### src/rtl/core/dedup_ordered_key_table_assert.svh
// Assertion macros used by the top RTL file of the key table.
`ifndef DEDUP_ORDERED_KEY_TABLE_ASSERT_SVH
`define DEDUP_ORDERED_KEY_TABLE_ASSERT_SVH

`ifndef SYNTH
`define DOK_ASSERT_SAME(label, clk, rst_n, ante, cons, msg) \
	label: assert property (@(posedge clk) disable iff (!rst_n) (ante) |-> (cons)) \
		else $error(msg);
`define DOK_ASSERT_NEXT(label, clk, rst_n, ante, cons, msg) \
	label: assert property (@(posedge clk) disable iff (!rst_n) (ante) |=> (cons)) \
		else $error(msg);
`else
`define DOK_ASSERT_SAME(label, clk, rst_n, ante, cons, msg)
`define DOK_ASSERT_NEXT(label, clk, rst_n, ante, cons, msg)
`endif

`endif

### src/rtl/core/dok_pkg.sv
package dok_pkg;

	localparam int CAPACITY_DEF = 64;
	localparam int KEY_BITS_DEF = 32;

	localparam int OPCODE_W = 2;
	localparam int KEY_W = 32;
	localparam int POS_W = 6;
	localparam int STATUS_W = 3;
	localparam int HELD_W = 7;

	localparam int S_TDATA_W = 40;
	localparam int S_TUSER_W = 2;
	localparam int M_TDATA_W = 48;

	localparam logic [OPCODE_W-1:0] OP_APPEND = 2'd0;
	localparam logic [OPCODE_W-1:0] OP_READ = 2'd1;
	localparam logic [OPCODE_W-1:0] OP_QUERY = 2'd2;

	localparam logic [STATUS_W-1:0] ST_SUCCESS = 3'd0;
	localparam logic [STATUS_W-1:0] ST_DUPLICATE = 3'd1;
	localparam logic [STATUS_W-1:0] ST_FULL = 3'd2;
	localparam logic [STATUS_W-1:0] ST_INVALID = 3'd3;
	localparam logic [STATUS_W-1:0] ST_NO_ENTRY = 3'd4;

	typedef struct packed {
		logic latch;
		logic scan_start;
		logic read_pos;
		logic write_key;
		logic res_en;
		logic [STATUS_W-1:0] res_status;
		logic res_found;
		logic res_use_mem;
	} dok_cmd_t;

	typedef struct packed {
		logic [OPCODE_W-1:0] op;
		logic key_zero;
		logic count_zero;
		logic pos_ok;
		logic full;
		logic hit;
		logic scan_done;
	} dok_sts_t;

endpackage

### src/rtl/core/dedup_ordered_key_table.sv
// An append or query over the held keys scans the table, reading one stored key per cycle,
// and then presents its result; against an empty table the scan is skipped. A read passes
// through a read-wait state, and a refused or invalid request goes straight to the output.
// Input is accepted again the cycle after the result transaction, so one item must be through
// before the next is taken.
// The asynchronous reset empties the table; the key store itself is not cleared.
`include "dedup_ordered_key_table_assert.svh"

module dedup_ordered_key_table #(
	parameter int CAPACITY = dok_pkg::CAPACITY_DEF,
	parameter int KEY_BITS = dok_pkg::KEY_BITS_DEF
) (
	input  logic                            clk,
	input  logic                            arst_n,
	input  logic                            s_tvalid,
	output logic                            s_tready,
	// key [31:0], position [37:32], zero fill above.
	input  logic [dok_pkg::S_TDATA_W-1:0]   s_tdata,
	// opcode [1:0].
	input  logic [dok_pkg::S_TUSER_W-1:0]   s_tuser,
	output logic                            m_tvalid,
	input  logic                            m_tready,
	// status [2:0], found [3], entry_key [35:4], held_count [42:36], zero fill above.
	output logic [dok_pkg::M_TDATA_W-1:0]   m_tdata
);

	dok_pkg::dok_cmd_t cmd;
	dok_pkg::dok_sts_t sts;

	logic [dok_pkg::STATUS_W-1:0] status;
	logic                         found;
	logic [dok_pkg::KEY_W-1:0]    entry_key;
	logic [dok_pkg::HELD_W-1:0]   held_count;

	dok_ctrl u_ctrl (
		.clk      (clk),
		.arst_n   (arst_n),
		.s_tvalid (s_tvalid),
		.s_tready (s_tready),
		.m_tvalid (m_tvalid),
		.m_tready (m_tready),
		.sts      (sts),
		.cmd      (cmd)
	);

	dok_dpath #(
		.CAPACITY (CAPACITY),
		.KEY_BITS (KEY_BITS)
	) u_dpath (
		.clk        (clk),
		.arst_n     (arst_n),
		.opcode     (s_tuser[dok_pkg::OPCODE_W-1:0]),
		.key        (s_tdata[dok_pkg::KEY_W-1:0]),
		.position   (s_tdata[dok_pkg::KEY_W +: dok_pkg::POS_W]),
		.cmd        (cmd),
		.sts        (sts),
		.status     (status),
		.found      (found),
		.entry_key  (entry_key),
		.held_count (held_count)
	);

	assign m_tdata = {5'b0, held_count, entry_key, found, status};

	`DOK_ASSERT_SAME(a_one_side, clk, arst_n, s_tready, !m_tvalid, "ready while a result is pending")
	`DOK_ASSERT_NEXT(a_busy_after_accept, clk, arst_n, s_tvalid && s_tready, !s_tready, "accepted a second transaction")
	`DOK_ASSERT_SAME(a_key_on_error, clk, arst_n, m_tvalid && status != dok_pkg::ST_SUCCESS, entry_key == '0, "entry key set on error")

endmodule

### src/rtl/core/dok_ctrl.sv
module dok_ctrl (
	input  logic              clk,
	input  logic              arst_n,
	input  logic              s_tvalid,
	output logic              s_tready,
	output logic              m_tvalid,
	input  logic              m_tready,
	input  dok_pkg::dok_sts_t sts,
	output dok_pkg::dok_cmd_t cmd
);

	localparam logic [2:0] S_IDLE   = 3'd0;
	localparam logic [2:0] S_DECIDE = 3'd1;
	localparam logic [2:0] S_SCAN   = 3'd2;
	localparam logic [2:0] S_FINISH = 3'd3;
	localparam logic [2:0] S_RDWAIT = 3'd4;
	localparam logic [2:0] S_OUT    = 3'd5;

	logic [2:0] state_q;
	logic [2:0] state_nx;

	always_ff @(posedge clk or negedge arst_n) begin
		if (!arst_n) begin
			state_q <= S_IDLE;
		end else begin
			state_q <= state_nx;
		end
	end

	always_comb begin
		state_nx = state_q;
		cmd = '0;
		s_tready = 1'b0;
		m_tvalid = 1'b0;
		case (state_q)
			S_IDLE: begin
				s_tready = 1'b1;
				if (s_tvalid) begin
					cmd.latch = 1'b1;
					state_nx = S_DECIDE;
				end
			end
			S_DECIDE: begin
				if (sts.op == dok_pkg::OP_READ) begin
					if (sts.pos_ok) begin
						cmd.read_pos = 1'b1;
						state_nx = S_RDWAIT;
					end else begin
						cmd.res_en = 1'b1;
						cmd.res_status = dok_pkg::ST_NO_ENTRY;
						state_nx = S_OUT;
					end
				end else if ((sts.op == dok_pkg::OP_APPEND || sts.op == dok_pkg::OP_QUERY)
						&& !sts.key_zero) begin
					if (sts.count_zero) begin
						state_nx = S_FINISH;
					end else begin
						cmd.scan_start = 1'b1;
						state_nx = S_SCAN;
					end
				end else begin
					cmd.res_en = 1'b1;
					cmd.res_status = dok_pkg::ST_INVALID;
					state_nx = S_OUT;
				end
			end
			S_SCAN: begin
				if (sts.scan_done) begin
					state_nx = S_FINISH;
				end
			end
			S_FINISH: begin
				cmd.res_en = 1'b1;
				if (sts.op == dok_pkg::OP_QUERY) begin
					cmd.res_status = dok_pkg::ST_SUCCESS;
					cmd.res_found = sts.hit;
				end else if (sts.hit) begin
					cmd.res_status = dok_pkg::ST_DUPLICATE;
				end else if (sts.full) begin
					cmd.res_status = dok_pkg::ST_FULL;
				end else begin
					cmd.res_status = dok_pkg::ST_SUCCESS;
					cmd.write_key = 1'b1;
				end
				state_nx = S_OUT;
			end
			S_RDWAIT: begin
				cmd.res_en = 1'b1;
				cmd.res_status = dok_pkg::ST_SUCCESS;
				cmd.res_use_mem = 1'b1;
				state_nx = S_OUT;
			end
			S_OUT: begin
				m_tvalid = 1'b1;
				if (m_tready) begin
					state_nx = S_IDLE;
				end
			end
			default: begin
				state_nx = S_IDLE;
			end
		endcase
	end

endmodule

### src/rtl/core/dok_dpath.sv
module dok_dpath #(
	parameter int CAPACITY = dok_pkg::CAPACITY_DEF,
	parameter int KEY_BITS = dok_pkg::KEY_BITS_DEF
) (
	input  logic                           clk,
	input  logic                           arst_n,
	input  logic [dok_pkg::OPCODE_W-1:0]   opcode,
	input  logic [dok_pkg::KEY_W-1:0]      key,
	input  logic [dok_pkg::POS_W-1:0]      position,
	input  dok_pkg::dok_cmd_t              cmd,
	output dok_pkg::dok_sts_t              sts,
	output logic [dok_pkg::STATUS_W-1:0]   status,
	output logic                           found,
	output logic [dok_pkg::KEY_W-1:0]      entry_key,
	output logic [dok_pkg::HELD_W-1:0]     held_count
);

	localparam int IW = $clog2(CAPACITY);
	localparam int CW = $clog2(CAPACITY + 1);
	localparam int PW = CW + dok_pkg::POS_W;

	logic [KEY_BITS-1:0] mem [CAPACITY];

	logic [dok_pkg::OPCODE_W-1:0] op_q;
	logic [KEY_BITS-1:0]          key_q;
	logic [dok_pkg::POS_W-1:0]    pos_q;
	logic [CW-1:0]                count_q;
	logic [IW-1:0]                idx_q;
	logic                         scanning_q;
	logic                         cmp_vld_s1;
	logic                         cmp_last_s1;
	logic                         hit_q;
	logic [KEY_BITS-1:0]          rd_data_q;
	logic [dok_pkg::STATUS_W-1:0] status_q;
	logic                         found_q;
	logic [dok_pkg::KEY_W-1:0]    ekey_q;

	logic          last_issue;
	logic          rd_en;
	logic [IW-1:0] rd_addr;

	assign last_issue = (CW'(idx_q) + CW'(1)) == count_q;
	assign rd_en = scanning_q || cmd.read_pos;
	assign rd_addr = scanning_q ? idx_q : IW'(pos_q);

	always_ff @(posedge clk) begin
		if (cmd.write_key) begin
			mem[IW'(count_q)] <= key_q;
		end
		if (rd_en) begin
			rd_data_q <= mem[rd_addr];
		end
	end

	always_ff @(posedge clk) begin
		if (cmd.latch) begin
			op_q <= opcode;
			key_q <= KEY_BITS'(key);
			pos_q <= position;
		end
		if (cmd.scan_start) begin
			idx_q <= '0;
		end else if (scanning_q) begin
			idx_q <= idx_q + IW'(1);
		end
		if (cmd.res_en) begin
			status_q <= cmd.res_status;
			found_q <= cmd.res_found;
			ekey_q <= cmd.res_use_mem ? dok_pkg::KEY_W'(rd_data_q) : '0;
		end
	end

	always_ff @(posedge clk or negedge arst_n) begin
		if (!arst_n) begin
			count_q <= '0;
			scanning_q <= 1'b0;
			cmp_vld_s1 <= 1'b0;
			cmp_last_s1 <= 1'b0;
			hit_q <= 1'b0;
		end else begin
			if (cmd.write_key) begin
				count_q <= count_q + CW'(1);
			end
			if (cmd.scan_start) begin
				scanning_q <= 1'b1;
			end else if (scanning_q && last_issue) begin
				scanning_q <= 1'b0;
			end
			cmp_vld_s1 <= scanning_q;
			cmp_last_s1 <= scanning_q && last_issue;
			if (cmd.latch) begin
				hit_q <= 1'b0;
			end else if (cmp_vld_s1 && rd_data_q == key_q) begin
				hit_q <= 1'b1;
			end
		end
	end

	always_comb begin
		sts.op = op_q;
		sts.key_zero = key_q == '0;
		sts.count_zero = count_q == '0;
		sts.pos_ok = ({{CW{1'b0}}, pos_q} < {{dok_pkg::POS_W{1'b0}}, count_q})
			&& ({{CW{1'b0}}, pos_q} < PW'(CAPACITY));
		sts.full = count_q == CW'(CAPACITY);
		sts.hit = hit_q;
		sts.scan_done = cmp_vld_s1 && cmp_last_s1;
	end

	assign status = status_q;
	assign found = found_q;
	assign entry_key = ekey_q;
	assign held_count = dok_pkg::HELD_W'(count_q);

endmodule

### config.mk
export PLATFORM = sky130hd
export DESIGN_NAME = dedup_ordered_key_table
export DESIGN_NICKNAME = d
export VERILOG_FILES = /design/src/rtl/core/dok_pkg.sv /design/src/rtl/core/dedup_ordered_key_table.sv /design/src/rtl/core/dok_ctrl.sv /design/src/rtl/core/dok_dpath.sv
export VERILOG_INCLUDE_DIRS = /design/src /design/src/rtl/core
export SDC_FILE = /design/constraint.sdc
export NUM_CORES = 2
export LEC_CHECK = 0
export BUFFER_PORTS_ARGS = -buffer_cell sky130_fd_sc_hd__buf_2
export CAP_MARGIN = 30
export CORE_MARGIN = 2
export CORE_UTILIZATION = 49
export CTS_CLUSTER_SIZE = 10
export DETAILED_ROUTE_END_ITERATION = 8
export PLACE_DENSITY_LB_ADDON = 0.08
export REMOVE_ABC_BUFFERS = 1
export SLEW_MARGIN = 20
export SYNTH_ARGS = -nofsm -noshare
export SYNTH_HDL_FRONTEND = slang
export SYNTH_SLANG_ARGS = --single-unit
### constraint.sdc
create_clock -name clk -period 6.5 [get_ports clk]
set_input_delay 0.975 -clock clk [delete_from_list [all_inputs] [get_ports clk]]
set_output_delay 0.975 -clock clk [all_outputs]
set_load 0.1 [all_outputs]
==> flow_summary.toml <==
[timing]
tightest_slew_ns = 1.20
max_freq_mhz = 203
hold_viol_final = 0
grt_setup_unrepaired = "no"
slew_viol_final = 0
skew_ns = 0.0289
setup_viol = 0
post-route-min-period_ns = 4.92
fin_ws_ns = 1.58
final_min_period_over_clock_period_pct = 75.8
max_slew_margin_pct = 19.8

[min_path]
min_from = "s_tdata[23]"
min_path_cells = 1
hold_path_class = "input pin to flip-flop"
holdPathEnd = "u_dpath.key_q[23]$_DFFE_PP_"

[worst_setup_path]
r2r_setup_slack_ns = 1.58
path_buf_inv = 4
crit_path_top_delay_cell = "nor4_1"
cp_top_family = "buffers and inverters"
path_cells = "buf_12 -> inv_8 -> buf_4 -> buf_4 -> a2111oi_0 -> nor4_1 -> o221ai_1 -> o31a_1"
ff2ff_path_depth = 8
r2r_start = "u_dpath.scanning_q$_DFFE_PN0P_"
r2r-end = "u_dpath.rd_data_q[22]$_DFFE_PP_"
critical_path_class = "flip-flop to flip-flop"
cp-startpoint = "u_dpath.scanning_q$_DFFE_PN0P_"
crit_arrival_ns = 5.56
crit_required_ns = 7.14
crit_fanout = 112
path_common_cell = "buf_4"
worstSetupStartpointType = "flip-flop"
end_kind = "flip-flop"
cp_slowest_stage_delay_ns = 0.88

[clocking]
numCtsBuffers = 240
post_cts_buffers = 0
htreeDepth = 4
clk_latency_ns = 0.89
cts_buffer_depth = 3
tritoncts = "built"
cts.sinks = 2176
clk_pin_slew_worst_paths_ns = 0.05
root_buffer = "clkbuf_16"

[power]
combPwrFrac_pct = 44.8
p_total_mw = 52.7
p_sw_mw = 23.2
pwr-share-seq_pct = 32.4
power_switching_share_pct = 44.0
peakVddDrop_mv = 0.505
clkPwrFrac_pct = 22.8
p_int_mw = 29.5
p_leak_nw = 34.9
cellPowerDensity_mw_per_mm2 = 475

[global_routing]
grt.overflow.total = 0
track_usage_pct = 35.3
grt_pass1_wl_um = 532000
antenna_found_initial = 17
grt_max_degree = 162
first_global_vias = 71100

[floorplan]
ioPinCount = 96
die_h_um = 456
core_area_mm2 = 0.204
rows = 166
start_util_pct = 49.2
die_area_mm2 = 0.208
die_w_um = 456

[placed_design]
dpl_worst_slack_ns = 1.89
dpl.cell_count = 10500
io_buffer_count = 88
hpwl_um = 211000
globalplace.congestion = 0.870

[drt]
drt-wirelength-per-cell_um = 35.0
drt_first_pass_iters = 6
drt-initial-drc-count = 11600
ant_nets = 0
vias_per_cell = 7.04
drcViolationCount = 0
vias = 76200
wl_um = 379000

[logic_synthesis]
synth_async_sr_flop_share_pct = 0.643
synth_edf_count = 2156
ys_warn_count = 0
synthCells = 8184
syn_area_mm2 = 0.100
syn_area_per_cell_um2 = 12.3
synthDistinctLibCells = 95
synth_seq_cells = 2176
ys_seq_area_share_pct = 65.0
synth-main-ff-cell = "edfxtp_1"

[final_layout]
layout_commonest_cell = "edfxtp_1"
syn2layout_area_growth_pct = 10.6
multi_input_area_mm2 = 0.0320
regArea_mm2 = 0.0652
final_cell_mix = "edfxtp_1 (2156), a21oi_1 (1048), nand2_1 (818)"
nFillCells = 16800
stdcell_count = 10800
nets = 8134
drive_above_1_share_pct = 10.9

[status]
status = "finished clean"

[run]
max_cap_viol_count = 0
## sequential cells by signal, indices dropped and copies added, names as in the netlist, 2 cells and up
register and cells:
u_dpath.op_q 2, u_dpath.mem 2048, u_ctrl.state_q 3, u_dpath.status 3, u_dpath.pos_q 6, u_dpath.key_q 32
u_dpath.entry_key 32, u_dpath.held_count 7, u_dpath.rd_data_q 32, u_dpath.idx_q 6
## final cells by class
class,instances,share of cell area (%)
Tap cell,2688,3.03
Clock buffer,279,5.63
Multi-Input combinational cell,5212,28.8
Antenna cell,5,0.0113
Inverter,13,0.0688
Clock inverter,22,0.176
Sequential cell,2176,58.8
Timing Repair Buffer,437,3.44
## Yosys cell counts, types with 93 or more instances
master | count | area share (%)
edfxtp_1 | 2156 | 65
a21oi_1 | 1048 | 5.2
nand2_1 | 819 | 3.1
a211oi_1 | 636 | 4.8
buf_2 | 401 | 2.0
o21ai_0 | 350 | 1.7
nor2_1 | 299 | 1.1
a21boi_0 | 261 | 2.0
clkbuf_1 | 251 | 0.94
nand3_1 | 251 | 1.3
a31oi_1 | 209 | 1.3
and2_1 | 112 | 0.70
mux2i_1 | 95 | 0.95
o221ai_1 | 93 | 0.81
## power by group through the flow
stage	logic (mW)	registers [mW]	clock network, mW
3_5_place_dp	22.8	17.3	0
4_1_cts	22.9	17.0	12.1
6_report	23.6	17.1	12.0
5_1_grt	24.7	17.1	12.6
2_1_floorplan	8.48	18.9	0
3_3_place_gp	22.5	17.3	0
## repair_timing
action	CTS	global route
resized for setup	0	0
endpoints found under the hold margin	14	0
endpoints found under the setup margin	0	0
hold buffers	1	0
## per-layer routing
metal	up-vias	wire length, um	GRT usage, %	share of wire (%)
li1	32000	-	-	-
met1	38600	148000	48.4	39
met2	4781	170000	53.7	45
met3	900	41000	7.10	11
met4	10	20400	17.4	5.4
met5	-	66	0	0.017
## metrics by stage
step	setup TNS [ns]	hold WS [ns]	util (%)	area, um2
final	0	0.260	54.4	111000
after global routing	0	0.232	54.4	111000
after CTS	0	0.202	54.3	111000
after detailed placement	0	0.565	51.2	104000
after global placement	0	0.552	51.0	104000
after floorplan	-2247.37	0.490	-	96600
## logic make-up (layout without fill, tap and decap cells)
| logic type | Yosys count | count (layout) | share of synthesized area, % |
|---|---|---|---|
| AO/OA/AOI/OAI | 3260 | 3260 | 21.4 |
| XOR/XNOR | 52 | 52 | 0.454 |
| adder cells (fa/ha/maj) | 8 | 8 | 0.0998 |
| buffers and inverters | 800 | 751 | 3.79 |
| flip-flops | 2176 | 2176 | 65.0 |
| multiplexers | 139 | 139 | 1.46 |
| other | 1 | 10 | 0.00374 |
| AND/OR/NAND/NOR | 1748 | 1748 | 7.81 |
## worst max path at each step
stage | to | slack [ns] | cells after the start
after CTS | u_dpath.rd_data_q[18]$_DFFE_PP_ | 1.91 | 9
after floorplan | u_dpath.rd_data_q[18]$_DFFE_PP_ | -40.71 | 6
after detailed placement | u_dpath.rd_data_q[18]$_DFFE_PP_ | 1.89 | 9
after global routing | u_dpath.rd_data_q[18]$_DFFE_PP_ | 1.56 | 9
final | u_dpath.rd_data_q[22]$_DFFE_PP_ | 1.58 | 8
after global placement | u_dpath.rd_data_q[5]$_DFFE_PP_ | 1.76 | 9
(Power assumes the default switching activity.)
